===== config.mk =====
export PLATFORM = sky130hd
export DESIGN_NAME = adsr_envelope_shaper
export DESIGN_NICKNAME = d
export VERILOG_FILES = /design/src/rtl/adsr_pkg.sv /design/src/rtl/adsr_smul.sv /design/src/rtl/adsr_stage.sv /design/src/rtl/adsr_envelope_shaper.sv
export VERILOG_INCLUDE_DIRS = /design/src /design/src/rtl
export SDC_FILE = /design/constraint.sdc
export NUM_CORES = 1
export LEC_CHECK = 0
export ABC_AREA = 1
export BUFFER_PORTS_ARGS = -buffer_cell sky130_fd_sc_hd__buf_2
export CAP_MARGIN = 5
export CORE_MARGIN = 2
export CORE_UTILIZATION = 50
export CTS_CLUSTER_SIZE = 10
export DETAILED_ROUTE_END_ITERATION = 10
export GPL_TIMING_DRIVEN = 0
export PLACE_DENSITY = 0.67
export SLEW_MARGIN = 20
export SYNTH_ARGS = -nofsm -noshare
export SYNTH_HDL_FRONTEND = slang
export SYNTH_SLANG_ARGS = --single-unit

===== constraint.sdc =====
create_clock -name clk -period 9.7 [get_ports clk]
set_input_delay 0.97 -clock clk [delete_from_list [all_inputs] [get_ports clk]]
set_output_delay 0.97 -clock clk [all_outputs]
set_load 0.005 [all_outputs]

===== src/rtl/assert_macros.svh =====
`ifndef ASSERT_MACROS_SVH
`define ASSERT_MACROS_SVH

// checked on every edge outside reset
`define ASSERT_CLK(lbl, ck, rstn, prop, msg) \
  lbl: assert property (@(posedge ck) disable iff (!rstn) prop) else $error(msg);

// checked on every edge, reset included
`define ASSERT_ALWAYS(lbl, ck, prop, msg) \
  lbl: assert property (@(posedge ck) prop) else $error(msg);

`endif


===== src/rtl/adsr_pkg.sv =====
`timescale 1ns / 1ps

package adsr_pkg;

  localparam int SMP_W = 16;
  localparam int LVL_W = 17;
  localparam int PH_W  = 25;
  localparam int STG_W = 3;
  localparam int CFG_IDX_W  = 3;
  localparam int CFG_DATA_W = 25;

  localparam int MUL_AW    = 18;
  localparam int MUL_BW    = 26;
  localparam int MUL_STEPS = MUL_BW / 2;
  localparam int MUL_CNT_W = $clog2(MUL_STEPS + 1);
  localparam int PROD_W    = MUL_AW + 1 + MUL_BW;

  localparam logic [LVL_W-1:0] ONE_LEVEL = 17'd65536;
  localparam logic [PH_W-1:0]  ONE_PHASE = 25'h1000000;
  localparam logic [PH_W-1:0]  PHASE_MAX = 25'h1FFFFFF;

  localparam logic [LVL_W-1:0] SUSTAIN_RST = 17'd65536;
  localparam logic [LVL_W-1:0] POP_RST     = 17'd197;

  localparam logic [CFG_IDX_W-1:0] CFG_ATTACK  = 3'd0;
  localparam logic [CFG_IDX_W-1:0] CFG_DECAY   = 3'd1;
  localparam logic [CFG_IDX_W-1:0] CFG_SUSTAIN = 3'd2;
  localparam logic [CFG_IDX_W-1:0] CFG_RELEASE = 3'd3;
  localparam logic [CFG_IDX_W-1:0] CFG_POP     = 3'd4;

  typedef logic [STG_W-1:0] stage_t;
  localparam stage_t STG_ATTACK  = 3'd0;
  localparam stage_t STG_DECAY   = 3'd1;
  localparam stage_t STG_SUSTAIN = 3'd2;
  localparam stage_t STG_RELEASE = 3'd3;
  localparam stage_t STG_IDLE    = 3'd4;

  typedef enum logic [2:0] {
    TK_ATTACK,
    TK_DECAY,
    TK_SUSTAIN,
    TK_RELEASE,
    TK_ZERO
  } tgt_kind_t;

  typedef enum logic [2:0] {
    S_IDLE,
    S_TGT,
    S_POP,
    S_LVL,
    S_OUT
  } state_t;

  typedef struct packed {
    logic signed [SMP_W-1:0] sample_in;
    logic                    gate_held;
    logic                    note_start;
  } in_item_t;

  typedef struct packed {
    logic signed [SMP_W-1:0] sample_out;
    logic [LVL_W-1:0]        level;
    logic [STG_W-1:0]        stage;
  } out_item_t;

  typedef struct packed {
    stage_t           stage;
    logic [PH_W-1:0]  phase;
    logic [PH_W-1:0]  phase_tgt;
    logic             gate_latched;
    tgt_kind_t        kind;
  } stage_res_t;

endpackage


===== src/rtl/adsr_smul.sv =====
`timescale 1ns / 1ps

module adsr_smul import adsr_pkg::*; (
  input  logic              clk,
  input  logic              rst_n,
  input  logic              start,
  input  logic [MUL_AW-1:0] a,
  input  logic [MUL_BW-1:0] b,
  output logic              done,
  output logic [PROD_W-1:0] prod
);

  logic [MUL_AW-1:0]    a_r;
  logic [MUL_BW-1:0]    b_r, b_nxt;
  logic [MUL_AW:0]      hi_r, hi_nxt;
  logic [MUL_BW-1:0]    lo_r, lo_nxt;
  logic [MUL_CNT_W-1:0] cnt_r, cnt_nxt;
  logic                 busy_r, busy_nxt;
  logic                 done_r, done_nxt;
  logic [MUL_AW+2:0]    a1, a2, sum;

  // radix-4 digit: two multiplier bits per cycle
  always_comb begin
    a1 = {{3{a_r[MUL_AW-1]}}, a_r};
    a2 = {a1[MUL_AW+1:0], 1'b0};
    sum = {{2{hi_r[MUL_AW]}}, hi_r}
          + (b_r[0] ? a1 : '0)
          + (b_r[1] ? a2 : '0);
    hi_nxt   = hi_r;
    lo_nxt   = lo_r;
    b_nxt    = b_r;
    cnt_nxt  = cnt_r;
    busy_nxt = busy_r;
    done_nxt = 1'b0;
    if (start) begin
      hi_nxt   = '0;
      lo_nxt   = '0;
      b_nxt    = b;
      cnt_nxt  = MUL_CNT_W'(MUL_STEPS);
      busy_nxt = 1'b1;
    end else if (busy_r) begin
      hi_nxt  = sum[MUL_AW+2:2];
      lo_nxt  = {sum[1:0], lo_r[MUL_BW-1:2]};
      b_nxt   = {2'b00, b_r[MUL_BW-1:2]};
      cnt_nxt = cnt_r - 1'b1;
      if (cnt_r == MUL_CNT_W'(1)) begin
        busy_nxt = 1'b0;
        done_nxt = 1'b1;
      end
    end
  end

  always_ff @(posedge clk) begin
    if (!rst_n) begin
      busy_r <= 1'b0;
      done_r <= 1'b0;
      cnt_r  <= '0;
    end else begin
      busy_r <= busy_nxt;
      done_r <= done_nxt;
      cnt_r  <= cnt_nxt;
    end
  end

  always_ff @(posedge clk) begin
    if (start) begin
      a_r <= a;
    end
    hi_r <= hi_nxt;
    lo_r <= lo_nxt;
    b_r  <= b_nxt;
  end

  assign done = done_r;
  assign prod = {hi_r, lo_r};

endmodule


===== src/rtl/adsr_stage.sv =====
`timescale 1ns / 1ps

module adsr_stage import adsr_pkg::*; (
  input  stage_t           stage_r,
  input  logic [PH_W-1:0]  phase_r,
  input  logic             gate_latched_r,
  input  logic             gate_held,
  input  logic             note_start,
  input  logic [PH_W-1:0]  attack_step,
  input  logic [PH_W-1:0]  decay_step,
  input  logic [PH_W-1:0]  release_step,
  output stage_res_t       res
);

  stage_t          s;
  logic [PH_W-1:0] p;
  logic            g;
  logic [PH_W-1:0] step;
  logic [PH_W:0]   psum;
  logic [PH_W-1:0] psat;
  tgt_kind_t       kind;

  always_comb begin
    s = stage_r;
    p = phase_r;
    g = gate_latched_r;
    if (note_start) begin
      g = 1'b1;
      s = STG_ATTACK;
      p = '0;
    end
    if (g && !gate_held) begin
      if (s < STG_RELEASE) begin
        s = STG_RELEASE;
        p = '0;
      end
      g = 1'b0;
    end
    if (s > STG_IDLE) begin
      s = STG_IDLE;
    end
    if (s == STG_ATTACK && (attack_step == '0 || p >= ONE_PHASE)) begin
      s = STG_DECAY;
      p = '0;
    end
    if (s == STG_DECAY && decay_step == '0) begin
      s = STG_SUSTAIN;
      p = '0;
    end
    if (s == STG_RELEASE && (release_step == '0 || p >= ONE_PHASE)) begin
      s = STG_IDLE;
      p = '0;
    end

    unique case (s)
      STG_ATTACK: begin
        kind = TK_ATTACK;
        step = attack_step;
      end
      STG_DECAY: begin
        kind = TK_DECAY;
        step = decay_step;
      end
      STG_SUSTAIN: begin
        kind = TK_SUSTAIN;
        step = '0;
      end
      STG_RELEASE: begin
        kind = TK_RELEASE;
        step = release_step;
      end
      default: begin
        kind = TK_ZERO;
        step = '0;
      end
    endcase

    psum = {1'b0, p} + {1'b0, step};
    psat = psum[PH_W] ? PHASE_MAX : psum[PH_W-1:0];

    res.phase_tgt    = p;
    res.gate_latched = g;
    res.kind         = kind;
    res.stage        = s;
    res.phase        = p;
    if (kind == TK_ATTACK || kind == TK_DECAY || kind == TK_RELEASE) begin
      res.phase = psat;
    end
    if (kind == TK_DECAY && psat >= ONE_PHASE) begin
      res.stage = STG_SUSTAIN;
      res.phase = '0;
    end
  end

endmodule


===== src/rtl/adsr_envelope_shaper.sv =====
`timescale 1ns / 1ps
// ADSR envelope shaper, one audio sample per input item.
// Input channel: in_valid/in_ready with in_item (sample, gate, note start).
// Result channel: out_valid/out_ready with out_item (shaped sample, level,
// stage after this sample); exactly one result item per input item.
// Config channel: cfg_valid/cfg_ready with cfg_index/cfg_data; always ready.
// Registers: 0 attack step, 1 decay step, 2 sustain, 3 release step, 4 pop
// limit. Write them only while no item is in flight.
// One item is worked on at a time. A single radix-4 serial multiplier,
// 13 steps per product, does the arithmetic: attack, sustain and idle items
// use it once; decay and release items use it twice.
// The finished result sits in an output register, so the next item is taken
// while it waits; a stalled receiver holds the block only when a second
// result is ready to be written.
// Reset (synchronous, rst_n low) loads the register defaults, sets the
// envelope to idle with level zero and drops out_valid.
module adsr_envelope_shaper import adsr_pkg::*; (
  input  logic                  clk,
  input  logic                  rst_n,
  input  logic                  in_valid,
  output logic                  in_ready,
  input  in_item_t              in_item,
  output logic                  out_valid,
  input  logic                  out_ready,
  output out_item_t             out_item,
  input  logic                  cfg_valid,
  output logic                  cfg_ready,
  input  logic [CFG_IDX_W-1:0]  cfg_index,
  input  logic [CFG_DATA_W-1:0] cfg_data
);

  `include "assert_macros.svh"

  state_t            state_r, state_nxt;
  stage_t            stage_r, stage_nxt;
  logic [PH_W-1:0]   phase_r, phase_nxt;
  logic              gate_r, gate_nxt;
  logic [LVL_W-1:0]  level_r, level_nxt;
  tgt_kind_t         kind_r, kind_nxt;
  logic [LVL_W-1:0]  tgt_r, tgt_nxt;
  logic [SMP_W-1:0]  sample_r, sample_nxt;
  logic              out_valid_r, out_valid_nxt;
  out_item_t         out_item_r, out_item_nxt;

  logic [PH_W-1:0]   attack_r, decay_r, release_r;
  logic [LVL_W-1:0]  sustain_r, pop_r;
  logic [LVL_W-1:0]  sus, sus_inv;

  stage_res_t        st_res;
  logic              mul_start, mul_done;
  logic [MUL_AW-1:0] mul_a;
  logic [MUL_BW-1:0] mul_b;
  logic [PROD_W-1:0] mul_prod;
  logic [19:0]       drop;
  logic [LVL_W:0]    lvl_up, lvl_dn;
  logic              accept;

  assign sus     = (sustain_r > ONE_LEVEL) ? ONE_LEVEL : sustain_r;
  assign sus_inv = ONE_LEVEL - sus;
  assign drop    = mul_prod[43:24];
  assign accept  = in_valid && in_ready;

  adsr_stage u_stage (
    .stage_r        (stage_r),
    .phase_r        (phase_r),
    .gate_latched_r (gate_r),
    .gate_held      (in_item.gate_held),
    .note_start     (in_item.note_start),
    .attack_step    (attack_r),
    .decay_step     (decay_r),
    .release_step   (release_r),
    .res            (st_res)
  );

  adsr_smul u_mul (
    .clk   (clk),
    .rst_n (rst_n),
    .start (mul_start),
    .a     (mul_a),
    .b     (mul_b),
    .done  (mul_done),
    .prod  (mul_prod)
  );

  always_comb begin
    state_nxt     = state_r;
    stage_nxt     = stage_r;
    phase_nxt     = phase_r;
    gate_nxt      = gate_r;
    level_nxt     = level_r;
    kind_nxt      = kind_r;
    tgt_nxt       = tgt_r;
    sample_nxt    = sample_r;
    out_valid_nxt = out_valid_r;
    out_item_nxt  = out_item_r;
    mul_start     = 1'b0;
    mul_a         = '0;
    mul_b         = '0;
    lvl_up        = {1'b0, level_r} + {1'b0, pop_r};
    lvl_dn        = {1'b0, level_r} - {1'b0, pop_r};
    in_ready      = (state_r == S_IDLE);

    if (out_valid_r && out_ready) begin
      out_valid_nxt = 1'b0;
    end

    unique case (state_r)
      S_IDLE: begin
        if (in_valid) begin
          stage_nxt  = st_res.stage;
          phase_nxt  = st_res.phase;
          gate_nxt   = st_res.gate_latched;
          kind_nxt   = st_res.kind;
          sample_nxt = in_item.sample_in;
          case (st_res.kind)
            TK_ATTACK:  tgt_nxt = {1'b0, st_res.phase_tgt[23:8]};
            TK_SUSTAIN: tgt_nxt = sus;
            default:    tgt_nxt = '0;
          endcase
          if (st_res.kind == TK_DECAY) begin
            mul_start = 1'b1;
            mul_a     = {1'b0, sus_inv};
            mul_b     = {1'b0, st_res.phase_tgt};
            state_nxt = S_TGT;
          end else if (st_res.kind == TK_RELEASE) begin
            mul_start = 1'b1;
            mul_a     = {1'b0, sus};
            mul_b     = {1'b0, ONE_PHASE - st_res.phase_tgt};
            state_nxt = S_TGT;
          end else begin
            state_nxt = S_POP;
          end
        end
      end
      S_TGT: begin
        if (mul_done) begin
          if (kind_r == TK_DECAY) begin
            tgt_nxt = (drop >= 20'(ONE_LEVEL)) ? '0 : LVL_W'(20'(ONE_LEVEL) - drop);
          end else begin
            tgt_nxt = mul_prod[40:24];
          end
          state_nxt = S_POP;
        end
      end
      S_POP: begin
        level_nxt = tgt_r;
        if (tgt_r > level_r) begin
          if (tgt_r - level_r > pop_r) begin
            level_nxt = lvl_up[LVL_W-1:0];
          end
        end else if (level_r - tgt_r > pop_r) begin
          level_nxt = lvl_dn[LVL_W-1:0];
        end
        mul_start = 1'b1;
        mul_a     = {{(MUL_AW-SMP_W){sample_r[SMP_W-1]}}, sample_r};
        mul_b     = {{(MUL_BW-LVL_W){1'b0}}, level_nxt};
        state_nxt = S_LVL;
      end
      S_LVL: begin
        if (mul_done) begin
          state_nxt = S_OUT;
        end
      end
      S_OUT: begin
        if (!out_valid_r || out_ready) begin
          out_valid_nxt           = 1'b1;
          out_item_nxt.sample_out = mul_prod[31:16];
          out_item_nxt.level      = level_r;
          out_item_nxt.stage      = stage_r;
          state_nxt               = S_IDLE;
        end
      end
      default: state_nxt = S_IDLE;
    endcase
  end

  always_ff @(posedge clk) begin
    if (!rst_n) begin
      state_r     <= S_IDLE;
      stage_r     <= STG_IDLE;
      phase_r     <= '0;
      gate_r      <= 1'b0;
      level_r     <= '0;
      out_valid_r <= 1'b0;
    end else begin
      state_r     <= state_nxt;
      stage_r     <= stage_nxt;
      phase_r     <= phase_nxt;
      gate_r      <= gate_nxt;
      level_r     <= level_nxt;
      out_valid_r <= out_valid_nxt;
    end
  end

  always_ff @(posedge clk) begin
    kind_r     <= kind_nxt;
    tgt_r      <= tgt_nxt;
    sample_r   <= sample_nxt;
    out_item_r <= out_item_nxt;
  end

  always_ff @(posedge clk) begin
    if (!rst_n) begin
      attack_r  <= '0;
      decay_r   <= '0;
      sustain_r <= SUSTAIN_RST;
      release_r <= '0;
      pop_r     <= POP_RST;
    end else if (cfg_valid) begin
      unique case (cfg_index)
        CFG_ATTACK:  attack_r  <= cfg_data;
        CFG_DECAY:   decay_r   <= cfg_data;
        CFG_SUSTAIN: sustain_r <= cfg_data[LVL_W-1:0];
        CFG_RELEASE: release_r <= cfg_data;
        CFG_POP:     pop_r     <= cfg_data[LVL_W-1:0];
        default: ;
      endcase
    end
  end

  assign cfg_ready = 1'b1;
  assign out_valid = out_valid_r;
  assign out_item  = out_item_r;

  `ASSERT_ALWAYS(a_rst_no_out, clk, !rst_n |=> !out_valid_r, "out_valid after reset")
  `ASSERT_CLK(a_busy_after_accept, clk, rst_n, accept |=> !in_ready, "accept while busy")
  `ASSERT_CLK(a_mul_done_state, clk, rst_n,
    mul_done |-> (state_r == S_TGT || state_r == S_LVL), "stray multiply done")
  `ASSERT_CLK(a_level_range, clk, rst_n,
    out_valid_r |-> (out_item_r.level <= ONE_LEVEL), "level above full scale")

endmodule


==> results by group <==
Synthesis
  – Mapped Area: 21900 sq um
  – Sequential area share after synthesis: 33.50%
  – Most used DFF post-synth: dfxtp_1
  – XOR/XNOR share of the synthesized area: 3.599%
  – Post-synthesis mux area share: 0%
  – Main combinational cell family by area after synthesis: compound AO/OA/AOI/OAI gates
  – Simple-Gate Fraction of Synth Area: 20.97%
  – Synth Instances: 2983
  – Yosys top cell area share: 17.73%
  – Synth Area per Inst: 7.342 sq um
  – Cell taking the most area after synthesis: dfxtp_1
  – Yosys reg bits: 309
  – Post-Synth Adder-Cell Area: 10.65%
  – Net count after synthesis: 3206
  – Post-synth EDFFs: 115
  – Area contributors post-synth: dfxtp_1 18%, edfxtp_1 16%, nand2_1 9.7%
  – Compound-Gate Fraction of Synth Area: 21.55%
  – Synth warn: 0
  – Library cells used by synthesis: 60
  – Synth async-reset ratio: 0%

Setup path
  – Crit-path most repeated cell: nor2_1
  – CP peak stage delay: 0.35 ns
  – Critical R2R Capture: phase_r[24]$_SDFFE_PN0P_
  – CP required: 10.19 ns
  – Crit Path Class: input port to flip-flop
  – Worst endpoint data arrival time: 6.36 ns
  – R2r worst-path depth: 31
  – R2R Setup Slk: 4.01 ns
  – CP endpoint kind: flip-flop
  – Reg-to-reg startpoint: stage_r[2]$_SDFFE_PN1P_
  – Type of origin of the critical path: input port
  – CP Max Fanout: 10
  – Slowest-stage cell, CP: o21ai_1

Timing
  – RSZ-0062 raised after global routing: false
  – Hold WS: 0.4281 ns
  – Final Hold Violating Endpoints: 0
  – Slew Viols, Final: 0
  – Final setup violation count: 0
  – Min Tclk post-route: 5.865 ns
  – Final period util: 60.46%
  – FMAX: 0.1705 GHz
  – Worst relative slew slack: 36.96%
  – Setup TNS: 0 ns
  – Worst Max-Slew Pin Slew: 0.9457 ns
  – Skew final: 0.02889 ns

Routing
  – Vias per cell: 5.771
  – Iter 0 DRT Violations: 1904
  – Antenna-violating nets left: 0
  – 1st-pass router iterations: 6
  – Wire per inst: 21.02 microns
  – DRC Markers: 0
  – Routed Wire Length: 78200 microns
  – Vias: 21470

GRT
  – First-pass GRT wire length: 117300 microns
  – Total track usage: 34.31%
  – Total gr overflow: 0
  – Initial antenna violation count: 1
  – Vias in the first global route: 20410
  – Largest net degree at the start of global routing: 35

Worst hold path
  – Worst Hold End: out_item[29]$_DFFE_PP_
  – Hold Crit Depth: 0
  – Hold path start: u_mul.lo_r[25]$_SDFFE_PP0P_
  – HP Class: flip-flop to flip-flop

Placement
  – Placed cell area: 23110 sq um
  – I/O Buffers: 87
  – RePlAce Congestion: 1.008
  – Post-DP HPWL: 63180 microns

Cells and area
  – P&R area growth vs syn: 11.15%
  – Most common cell after layout, fill and taps aside: nand2_1
  – Post-route cell area: 24340 sq um
  – Layout cells sized above 1: 8.676%
  – Most frequent cells in the layout: 567 x nand2_1, 383 x inv_1, 285 x a21oi_1
  – Number of diodes: 0
  – Fin nets: 3336

Pwr
  – Peak VDD IR: 0.0001607 V
  – P_leak: 10.94 nW
  – Power Density: 307.5 nW/um^2

Floorplan
  – Die area: 45490 sq um
  – Die W: 213.3 microns
  – Initial Utilization: 50.73%
  – Core Rows: 76
  – Core Area: 43170 sq um
  – Top-Level Pins: 90
  – Die Ht: 213.3 microns

Clock network
  – Clk root buf: clkbuf_16
  – CTS tree: done
  – Post-CTS setup buffers: 0
  – Clk buf depth: 3
  – Quantity of hold-fixing buffers added after cts: 0
  – Clock Sink Count: 309
  – Clock Latency Late Sink: 0.57 ns
  – H-Tree Depth: 2
  – Worst-path clk slew: 0.05 ns
  – Num CTS Buffers: 39
  – CTS resizes: 0

Run status
  – Status: complete, no violations

Job
  – MaxCap Viol Count: 0
[cell families (layout without fill, tap and decap cells)]
| family | after synthesis | in the layout |
|---|---|---|
| compound gates | 802 | 802 |
| xor+xnor | 90 | 90 |
| fa+ha+maj | 172 | 172 |
| buf+inv | 534 | 686 |
| flops | 309 | 309 |
| other cells | 1 | 1 |
| simple gates | 1075 | 1075 |
[state kept, by name (all words and copies together) (netlist names), 18 cells and up]
register	flops
attack_r	25
decay_r	25
out_item	36
phase_r	25
release_r	25
u_mul.a_r	18
u_mul.b_r	25
u_mul.hi_r	19
[worst max path at each step]
stage,cells after the start,end,start,slack [ns]
detailed placement,33,phase_r[24]$_SDFFE_PN0P_,in_item[0],3.43
finish,33,phase_r[24]$_SDFFE_PN0P_,in_item[0],3.83
global route,33,phase_r[24]$_SDFFE_PN0P_,in_item[0],3.53
floorplan,34,stage_r[0]$_SDFFE_PN0P_,in_item[1],5.01
CTS,33,phase_r[24]$_SDFFE_PN0P_,in_item[0],4.01
global placement,33,phase_r[24]$_SDFFE_PN0P_,in_item[0],3.46
[Yosys cell counts, drive strengths merged (5+ instances only)]
library cell,count
edfxtp,115
a32o,5
xor2,65
fa,24
buf,37
nor3,37
clkbuf,95
or2,5
a21boi,12
o22ai,43
inv,398
nor2,250
o211ai,84
o21ai,294
nand3,140
o21bai,10
a211oi,7
a31oi,5
a21oi,285
o221ai,18
nand4,37
o2111ai,6
nand2,595
nor4,7
xnor2,25
dfxtp,194
o31ai,13
ha,148
[final cells by class]
cell class	count	area, sq um
plain buffers	132	614.3
clock inverters	7	123.9
flip-flops and latches	309	7337
well taps	585	732.0
multi-input cells	2140	12450
fillers	4235	18830
repair buffers	89	466.7
clock buffers	56	1102
inverters	402	1515
[routing by layer]
layer	global-route usage, %	wire (microns)
met5	0	9
met4	15.85	3947
met3	4.530	5668
met2	58.48	37000
met1	43.07	31580
[metrics by stage]
stage,std cells,utilization (%),worst slack [ns],total power [W]
6_report,3720,56.39,3.835,0.007485
3_5_place_dp,3657,53.54,3.433,0.005993
4_1_cts,3720,56.38,4.007,0.007442
3_3_place_gp,3655,53.43,3.461,0.005916
2_1_floorplan,2983,-,5.014,0.004770
5_1_grt,3720,56.39,3.526,0.008038
[report_power, final]
part           internal, W  switching [W]  total (W)
Clock             0.000864       0.000565    0.00143
Sequential         0.00168       0.000228    0.00191
Combinational      0.00134        0.00281    0.00415
Total              0.00389        0.00360    0.00749
[worst max-delay path: cells and delay by family]
family | cells | cell delay, ns
AND/OR/NAND/NOR | 18 | 2.53
buffers and inverters | 7 | 0.96
AO/OA/AOI/OAI | 6 | 1.39
adder cells (fa/ha/maj) | 2 | 0.48
(Power assumes the default switching activity.)
